### config.mk
export PLATFORM = sky130hd
export DESIGN_NAME = swm_cell
export DESIGN_NICKNAME = d
export VERILOG_FILES = /design/src/rtl/swm_pkg.sv /design/src/rtl/swm_cell.sv
export SDC_FILE = /design/constraint.sdc
export NUM_CORES = 1
export LEC_CHECK = 0
export ABC_AREA = 1
export BUFFER_PORTS_ARGS = -buffer_cell sky130_fd_sc_hd__buf_2
export CORE_ASPECT_RATIO = 1.75
export CORE_MARGIN = 2
export CORE_UTILIZATION = 40
export CTS_BUF_LIST = sky130_fd_sc_hd__clkbuf_4 sky130_fd_sc_hd__clkbuf_8
export DETAILED_ROUTE_END_ITERATION = 12
export PLACE_DENSITY = 0.71
export SYNTH_ARGS = -nofsm -noshare
export SYNTH_HDL_FRONTEND = slang
export SYNTH_SLANG_ARGS = --single-unit
### constraint.sdc
create_clock -name aclk -period 4.1 [get_ports aclk]
set_input_delay 0.41 -clock aclk [delete_from_list [all_inputs] [get_ports aclk]]
set_output_delay 0.41 -clock aclk [all_outputs]
set_load 0.01 [all_outputs]
### src/rtl/swm_pkg.sv
// Shared types and constants for the sliding-window median core.
package swm_pkg;

    // Width of the window size register.
    localparam int unsigned CFG_WIDTH = 7;

    // Operation broadcast to every cell of the sorted chain.
    typedef struct packed {
        logic insert;
        logic drop;
    } cell_op_t;

endpackage

### src/rtl/swm_cell.sv
// One cell of the sorted chain: holds a sample and its age, and moves data to or from neighbors.
module swm_cell #(
    parameter int unsigned SAMPLE_WIDTH = 32,
    parameter int unsigned AGE_WIDTH    = 6
) (
    input  logic                           aclk,
    input  swm_pkg::cell_op_t              op,
    input  logic                           live,
    input  logic signed [SAMPLE_WIDTH-1:0] sample,
    input  logic signed [SAMPLE_WIDTH-1:0] rem_val,
    input  logic        [AGE_WIDTH-1:0]    rem_age,
    input  logic                           prev_after,
    input  logic signed [SAMPLE_WIDTH-1:0] prev_val,
    input  logic        [AGE_WIDTH-1:0]    prev_age,
    input  logic signed [SAMPLE_WIDTH-1:0] next_val,
    input  logic        [AGE_WIDTH-1:0]    next_age,
    output logic                           after,
    output logic signed [SAMPLE_WIDTH-1:0] val,
    output logic        [AGE_WIDTH-1:0]    age
);

    logic signed [SAMPLE_WIDTH-1:0] val_reg;
    logic signed [SAMPLE_WIDTH-1:0] val_next;
    logic        [AGE_WIDTH-1:0]    age_reg;
    logic        [AGE_WIDTH-1:0]    age_next;
    logic                           leaves;

    // The new sample belongs somewhere before this cell.
    assign after = live && (sample < val_reg);

    // Cells are ordered by value, and among equal values newer samples sit further right,
    // so every cell at or above the removed entry satisfies this local test.
    assign leaves = live && ((val_reg > rem_val) ||
                             ((val_reg == rem_val) && (age_reg <= rem_age)));

    always_comb begin
        val_next = val_reg;
        age_next = age_reg;
        if (op.insert) begin
            priority if (prev_after) begin
                val_next = prev_val;
                age_next = prev_age + AGE_WIDTH'(1);
            end else if (after || !live) begin
                val_next = sample;
                age_next = '0;
            end else begin
                age_next = age_reg + AGE_WIDTH'(1);
            end
        end else if (op.drop && leaves) begin
            val_next = next_val;
            age_next = next_age;
        end
    end

    always_ff @(posedge aclk) begin
        val_reg <= val_next;
        age_reg <= age_next;
    end

    assign val = val_reg;
    assign age = age_reg;

endmodule

Word level (Yosys, flattened, before mapping) --
Cells that the tools add are included.
Word-level totals: word-level logic and storage cells 26, output and inout bits 39, flip-flop bits (word level) 38, input port bits 151
Cells by class: $add $sub $neg 2, muxes and demuxes 8, reductions and logical operators 9, equal/unequal tests 2, order comparisons 3
Operators by type and width (number):
- 32-bit 2-to-1 mux | 4
- 32-bit equality test | 1
- 32-bit greater-than comparator | 1
- 32-bit < comparator | 1
- 6-bit 2-to-1 mux | 4
- 6-bit by 1-bit adder with 6-bit output, second input constant | 2
- 6-bit less-or-equal comparator | 1
- 1-bit logical AND | 4
- 3-bit by 1-bit != test with 1-bit output, second input constant | 1
- 1-bit logical OR | 2
- 2-bit AND reduction | 1
- 2-bit nonzero test | 1
- 1-bit zero test | 1

Logic depth before layout (Yosys ltp) --
Gate-level depths: netlist (run 1).
depth in word-level cells 7, depth in mapped cells 18, depth with buffers taken out 18

Worst setup path after synthesis (run 1) --
OpenSTA, ideal clock, no wires.
kind reg-to-reg, start reg val_reg[31] (netlist: val[31]), end reg val_reg[0] (netlist: val[0]) (enable), arrival 2.296 ns, path slack 1.418 ns, path buffers 0, data required time 3.713 ns, library setup time 0.387 ns, period minus slack after synthesis 2.682 ns, cell stages (with the launch flop) 14, path through edfxtp_1 > ha_1 > nand2_1 > nor2_2 > nand2_2 > nor4_4 > nand2_1 > nand2_1 > nand2_1 > nand3_1 > nand2_1 > nand2_2 > nand2_1 > inv_1
On the way: longest elaborated chain between the ends 7, elaborated cells on any way between the ends 12, classes of those cells order compare (2); eq/ne (2); reduce/logical (8)
Ends and longest elaborated chain:
- start: declaration | RTL line swm_cell.sv:22 | logic signed [SAMPLE_WIDTH-1:0] val_reg;
- start signal: assignment | RTL line swm_cell.sv:56 | val_reg <= val_next;
- branches (longest 6 deep; another with 32-bit < comparator)
- 2-bit AND reduction (no source line) (*)
Every way passes the cells marked *. A chain may end at the register's enable or synchronous reset.

Worst setup path in the final report (run 1) --
start reg val_reg[15] (netlist: val[15]), end reg val_reg[28] (netlist: val[28]) (enable)
Same word-level chain as after synthesis.

==> run metrics, run 1 <==
outcome finished, final reports clean; Reg clk slew, reported paths 70 ps; Syn Area/Cell 7.23 sq um; Cell Area, Synth 4000 sq um; TritonRoute pass-1 iters 5; wire per inst 14.2 microns; share of layout cells above drive strength 1 28.4%; Syn Inst Count 554; DRT iter0 DRCs 155; final-report setup violation count 0; DPL Wire Length 10.0 mm; crit share post-route 65.9%; Tot Pwr 1.30 mW; worst hold path type in2reg; first-pass GRT wire length 19.3 mm; CTS Root Cell clkbuf_8; hold buffer count at CTS 0; Unique masters post-synth 29; RSZ-0062 raised after global routing no; initial antenna violation count 2; IO Count 190; fin nets 959; sequential area share after synthesis 28.5%; Max Fclk 370 MHz; total CTS buffers 5; Starting Density 40.9%; Lkg Pwr 2.88 nW; max-slew violation count 0; Congestion Overflow GR 0; row count 48; syn nets 776; worst vdd ir 0.233 mV; warning count from the yosys run 0; Setup CP Type reg2reg; minimum clock period 2700 ps; IO Port Bufs 189; Total Die Area 10,900 sq um; via count 4,372; worst-path maximum fanout 32; setup total negative slack 0 ps; Core Area 9790 sq um; Reg2Reg Setup Slack 1400 ps; startpoint types flop; Critical Path AT 2650 ps; vias per inst 5.06; fin util 52.6%; # H-tree levels 2; clock buffer depth 2; setup repair bufs after CTS 0; Setup crit end kind flop; Pwr Density 252 nW/um^2; worst skew pair latency 300 ps; max reg flops 32; global-route usage over all layers 22.9%; Routed WL 12.3 mm; die span in x 79.6 microns; Max-Cap Viols 0; Tightest Pin Transition 755 ps; Clock Sinks 38; GP Congestion 0.860; TritonCTS clock tree done; post_cts resized 0; vias in the first global route 4,378; clk_skew 4.60 ps; Finished Layout Cells 864; Remaining DRCs 0; Critical Path RT 4050 ps; max_slew headroom 49.6%; largest net degree at the start of global routing 43; Synth Register Bits 38; Final ANT Viol Nets 0; placed cell count 855; synth-to-layout area growth 28.6%; Hold Vio Cnt, Final 0; die height 136 microns
## layout by cell type (no fill, tap or decap), drive strengths merged
cell type    n
a21oi       39
and2         1
buf        192
clkbuf       7
clkinv       1
diode        2
edfxtp      38
ha          71
inv         99
nand2      106
nand3       12
nand3b       1
nand4       10
nor2        67
nor3         5
nor3b        1
nor4         2
o211ai       1
o21a         2
o21ai       75
o21bai       3
xnor2        3
xor2         1
## cell type report
class / count / area (sq um)
tap: 125 / 156
clock buffer: 7 / 83.8
inverter: 100 / 375
fill: 982 / 4640
multi-input combinational: 400 / 2420
antenna: 2 / 5.00
sequential: 38 / 1140
timing repair buffer: 192 / 968
## cell usage after synthesis (all sizes together)
cell type / instances / area share, %
edfxtp: 38 / 28
nand3b: 1 / 0.19
buf: 2 / 0.37
o21ai: 75 / 9.4
xnor2: 3 / 0.66
a21oi: 39 / 4.9
nand2: 106 / 11
inv: 99 / 9.3
o21bai: 3 / 0.56
nor3b: 1 / 0.19
clkinv: 1 / 0.094
ha: 71 / 22
nor4: 2 / 0.69
clkbuf: 14 / 1.3
xor2: 1 / 0.22
nand4: 10 / 1.6
nor2: 67 / 6.4
nor3: 5 / 0.62
nand3: 12 / 1.6
and2: 1 / 0.16
o211ai: 1 / 0.19
o21a: 2 / 0.37
## routing by layer
layer | up-vias | part of all wire (%) | global-route usage (%)
met5 | - | 0 | 0
met4 | 0 | 3.1 | 9.77
met3 | 28 | 5.0 | 3.32
met2 | 156 | 56 | 44.7
met1 | 1996 | 36 | 23.3
li1 | 2192 | - | -
## metrics by stage
| step | hold WS, ps | worst slack (ps) | instance area, sq um |
|---|---|---|---|
| 2_1_floorplan | 601 | 1420 | 4000 |
| 3_3_place_gp | 697 | 1360 | 5060 |
| 3_5_place_dp | 701 | 1280 | 5060 |
| 4_1_cts | 385 | 1350 | 5140 |
| 5_1_grt | 397 | 1170 | 5150 |
| 6_report | 391 | 1400 | 5150 |
## power by group
part	internal (mW)	switching [mW]
registers	0.485	0.0378
logic	0.219	0.297
clock network	0.130	0.128
total	0.834	0.463
## final timing paths
| check | to | from | depth (start not counted) |
|---|---|---|---|
| max | val[28] | val[15] | 14 |
| max reg2reg | val[28] | val[15] | 14 |
| min | val[21] | next_val[21] | 3 |
| min reg2reg | age[0] | age[0] | 3 |
## cell families (layout without fill, tap and decap cells)
group / Yosys count / in the layout / share of synthesized area (%)
fa+ha+maj: 71 / 71 / 22.2
flops: 38 / 38 / 28.5
simple gates: 205 / 205 / 22.0
compound gates: 120 / 120 / 15.4
other cells: 0 / 2 / 0
xor+xnor: 4 / 4 / 0.875
buf+inv: 116 / 299 / 11.1
## worst max-delay path: stages, from the launching register on
cell and delay [ps]:
edfxtp_1 440, ha_1 350, nand4_1 140, nor3_1 300
nand2_1 100, nand2_1 80, nand2_1 70, nand2_1 70
nand2_1 40, nand3_1 60, nand2_1 60, nand2_2 140
nand2_1 80, inv_1 50, buf_4 360
No activity file was read; power rests on OpenSTA's default activity.
==> inputs of run 2 (changes only) <==
Clock period 4.1 ns to 2.75 ns, I/O delays scaled along.
==> run 2 against run 1 <==
  * Highest routed layer unchanged
  * Final cell count rose by 0.46%
  * Worst hold slack got worse by 140 ps
  * First-iteration DRC count rose by 15%
  * Critical endpoint is now after
==> run metrics, run 2 (synthesis gave the netlist of run 1 again) <==
Lkg Pwr 2.91 nW; Setup CP Type reg2out; Max-Cap Viols 0; Remaining DRCs 0; Pwr Density 372 nW/um^2; fin nets 965; Total Die Area 10,900 sq um; Critical R2R Launch val[5]; CP cell instances inv_1 > ha_1 > a21oi_1 > nor2_1 > nor3_1 > nand2_1 > nand2_1 > nand2_1 > nand2_2 > nand3_2 > nand2_1 > inv_1 > nor2_1 > buf_2; Reg clk slew, reported paths 80 ps; Tightest Pin Transition 519 ps; vias per inst 5.04; row count 48; via count 4,377; Max Fclk 393 MHz; Critical Path AT 2270 ps; DRT iter0 DRCs 179; crit-path max cell delay 420 ps; Starting Density 40.9%; Setup crit end kind primary output; synth-to-layout area growth 29.8%; wire per inst 14.2 microns; DPL Wire Length 10.2 mm; placed cell count 860; TritonRoute pass-1 iters 6; Final ANT Viol Nets 0; IO Count 190; IO Port Bufs 189; first-pass GRT wire length 19.5 mm; max reg flops 32; Clock Sinks 38; minimum clock period 2540 ps; setup total negative slack 0 ps; clock buffer depth 2; Congestion Overflow GR 0; most frequent CP cell nand2_1; GP Congestion 0.911; worst skew pair latency 310 ps; die height 136 microns; worst-path maximum fanout 7; TritonCTS clock tree done; Routed WL 12.3 mm; Core Area 9790 sq um; # H-tree levels 2; worst vdd ir 0.237 mV; total CTS buffers 5; HP Start next_val[21]; Worst Slack Setup Final 206 ps; RSZ-0062 raised after global routing no; largest net degree at the start of global routing 42; pre-CTS setup slack 218 ps; crit share post-route 92.5%; most frequent cells in the layout buf_2, nand2_1, inv_1, ha_1, o21ai_0; Slowest-stage cell, CP edfxtp_1; CTS Root Cell clkbuf_8; Reg2Reg Setup Slack 240 ps; most common cell after layout, fill and taps aside buf_2; clk_skew 10.2 ps; startpoint types flop; vias in the first global route 4,396; max-slew violation count 0; Reg2Reg Depth 16; final-report setup violation count 0; worst hold path type in2reg; Hold Vio Cnt, Final 0; Finished Layout Cells 868; fin util 53.1%; hold buffer count at CTS 0; global-route usage over all layers 23.1%; Hold WS 249 ps; outcome finished, final reports clean; Critical Path RT 2480 ps; die span in x 79.6 microns; worst hold endpoint val[21]; share of layout cells above drive strength 1 28.8%; hold path cells 3; Reg2Reg Capture Point val[0]; max_slew headroom 65.2%; initial antenna violation count 1
==> run 2: cell types whose count changed in the layout (fill, tap and decap cells not counted), sizes merged <==
| cell | before | now |
|---|---|---|
| diode | 2 | 1 |
| buf | 192 | 198 |
| clkbuf | 7 | 5 |
| clkinv | 1 | 2 |
==> run 2: power breakdown <==
part           total [mW]  internal, mW  switching (mW)  leakage (nW)
clock               0.373         0.166           0.207        0.0375
sequential          0.776         0.722          0.0536         0.376
combinational       0.785         0.338           0.446          2.49
==> run 2: final cells by class <==
| class | count | area [sq um] |
|---|---|---|
| Antenna cell | 1 | 2.50 |
| Clock buffer | 5 | 68.8 |
| Clock inverter | 1 | 3.75 |
| Fill cell | 995 | 4590 |
| Inverter | 100 | 375 |
| Multi-Input combinational cell | 400 | 2420 |
| Sequential cell | 38 | 1140 |
| Tap cell | 125 | 156 |
| Timing Repair Buffer | 198 | 1030 |
==> run 2: worst max-delay path: cells and delay by family, from the launching register on <==
kind | cells | cell delay (ps)
AO/OA/AOI/OAI | 1 | 150
AND/OR/NAND/NOR | 9 | 880
buffers and inverters | 3 | 280
flip-flops | 1 | 420
adder cells (fa/ha/maj) | 1 | 230
==> run 2: how the worst max path moves through the flow <==
| stage | slack [ps] | cells after the start | startpoint | endpoint |
|---|---|---|---|---|
| 5_1_grt | 4 | 14 | val[5] | after |
| 3_5_place_dp | 220 | 15 | val[19] | val[14] |
| 6_report | 210 | 14 | val[5] | after |
| 3_3_place_gp | 240 | 15 | val[23] | val[15] |
| 2_1_floorplan | 70 | 13 | val[31] | val[0] |
| 4_1_cts | 170 | 13 | val[19] | after |
==> run 2: what timing repair did <==
action	4_1_cts	5_1_grt
buffers inserted	0	1
endpoints found under the setup margin	0	2
resized for setup	0	1
==> run 2: metrics by stage <==
stage               total power, mW  area, sq um
global route                   2.09         5200
floorplan                      1.24         4000
detailed placement             1.57         5110
CTS                            1.95         5180
finish                         1.93         5200
global placement               1.54         5110
==> run 2: metal layers <==
metal / part of all wire [%] / GRT usage, %
met1: 36 / 22.3
met2: 57 / 46.5
met3: 4.7 / 3.72
met4: 2.8 / 9.10
met5: 0 / 0
==> inputs of run 3 (changes only) <==
Clock period 2.75 ns to 2.5 ns, I/O delays scaled along.
==> run 3 against run 2 <==
  * Global-route usage is 0.80 points lower
  * Setup slack worse by 120 ps
  * Sequential power is 9.7% higher
  * Flip-flop and latch count stayed put
  * Critical endpoint is now val[26]
  * Largest power group unchanged
==> run metrics, run 3 (synthesis gave the netlist of run 1 again) <==
outcome finished, final reports clean; pre-CTS setup slack 146 ps; Hold Vio Cnt, Final 0; Critical Path RT 2560 ps; Total Die Area 10,900 sq um; max reg flops 32; via count 4,368; crit-path max cell delay 420 ps; Slowest-stage cell, CP edfxtp_1; row count 48; # fillers 990; Reg2Reg Depth 14; global-route usage over all layers 22.3%; clock buffer depth 2; HP Start next_val[16]; fin nets 970; worst vdd ir 0.325 mV; TritonCTS clock tree done; TritonRoute pass-1 iters 4; Congestion Overflow GR 0; max_slew headroom 67.2%; Max Fclk 415 MHz; Worst Slack Setup Final 89.7 ps; clk_skew 13.4 ps; vias in the first global route 4,344; Lkg Pwr 2.95 nW; fin util 54.3%; Setup crit end kind flop; startpoint types flop; wire per inst 13.9 microns; total CTS buffers 5; Reg clk slew, reported paths 90 ps; Remaining DRCs 0; hold path cells 3; most frequent CP cell nand2_2; CP cell instances buf_4 > ha_4 > nand2_2 > nor2_4 > nand2_2 > nor4_4 > nand3_1 > nor2_1 > a21oi_1 > nand2_1 > nand2_2 > nand2_2 > clkinvlp_4 > buf_12; share of layout cells above drive strength 1 30.3%; vias per inst 5.00; Hold WS 230 ps; initial antenna violation count 0; Antenna Cells 0; Critical Path AT 2470 ps; Tightest Pin Transition 491 ps; die span in x 79.6 microns; minimum clock period 2410 ps; Reg2Reg Setup Slack 90 ps; Max-Cap Viols 0; Tot Pwr 2.30 mW; IO Port Bufs 189; max-slew violation count 0; worst hold endpoint val[16]; Reg2Reg Capture Point val[26]; CTS Root Cell clkbuf_8; Routed WL 12.1 mm; most frequent cells in the layout buf_2, inv_1, nand2_1, o21ai_0, ha_1; crit share post-route 96.4%; largest net degree at the start of global routing 41; most common cell after layout, fill and taps aside buf_2; Starting Density 40.9%; Clock Sinks 38; die height 136 microns; worst-path maximum fanout 16; synth-to-layout area growth 32.8%; Final ANT Viol Nets 0; Multi-input gate area 2450 sq um; Setup CP Type reg2reg; setup total negative slack 0 ps; RSZ-0062 raised after global routing yes; worst skew pair latency 300 ps; first-pass GRT wire length 19.0 mm; Core Area 9790 sq um; Critical R2R Launch val[31]; GP Congestion 0.881; Pwr Density 432 nW/um^2; DRT iter0 DRCs 228; worst hold path type in2reg; IO Count 190; # H-tree levels 2; register area 1140 sq um; DPL Wire Length 10.0 mm; final-report setup violation count 0
## run 3: cell types whose count changed in the layout (fill, tap and decap cells not counted), sizes merged
cell      delta
buf          +5
clkbuf       +2
clkinvlp     +1
inv          -1
clkinv       -1
diode        -1
bufinv       +1
## run 3: per-layer routing
| metal | GRT usage (%) | part of all wire, % | vias to the layer above |
|---|---|---|---|
| li1 | - | - | 2216 |
| met1 | 22.8 | 37 | 1994 |
| met2 | 44.4 | 57 | 136 |
| met3 | 2.26 | 4.2 | 22 |
| met4 | 8.91 | 2.6 | 0 |
| met5 | 0 | 0 | - |
## run 3: worst max-delay path by stage
| stage | from | slack, ps | endpoint | cells after the start |
|---|---|---|---|---|
| 2_1_floorplan | val[29] | 4 | val[0] | 12 |
| 3_3_place_gp | val[15] | 140 | val[15] | 15 |
| 3_5_place_dp | val[15] | 150 | val[10] | 15 |
| 4_1_cts | val[31] | 60 | after | 12 |
| 5_1_grt | val[31] | -70 | val[25] | 14 |
| 6_report | val[31] | 90 | val[26] | 14 |
## run 3: layout make-up
type,instances,share of cell area (%)
clock buffer,7,1.58
clock inverter,1,0.565
inverter,100,7.13
multi-input combinational,400,46.1
sequential,38,21.5
tap,125,2.94
timing repair buffer,203,20.2
## run 3: timing repair
| action | CTS | global route |
|---|---|---|
| buffers inserted | 0 | 2 |
| setup endpoints to repair | 0 | 33 |
| gates resized for setup | 0 | 3 |
| hold buffers | 0 | 0 |
## run 3: report_power, final
| part | switching (mW) | leakage, nW | internal [mW] |
|---|---|---|---|
| clock network | 0.231 | 0.0593 | 0.321 |
| registers | 0.0564 | 0.376 | 0.794 |
| logic | 0.504 | 2.52 | 0.391 |
| total | 0.791 | 2.95 | 1.51 |
## run 3: worst max-delay path: cells and delay by family, from the launching register on
kind,cells,cell delay [ps]
AND/OR/NAND/NOR,9,930
buffers and inverters,3,460
flip-flops,1,420
adder cells (fa/ha/maj),1,270
AO/OA/AOI/OAI,1,70
## run 3: stage by stage
stage                     std cells  area (sq um)
after detailed placement        864          5170
final                           874          5320
after floorplan                 554          4030
after CTS                       872          5290
after global placement          864          5170
after global routing            874          5320
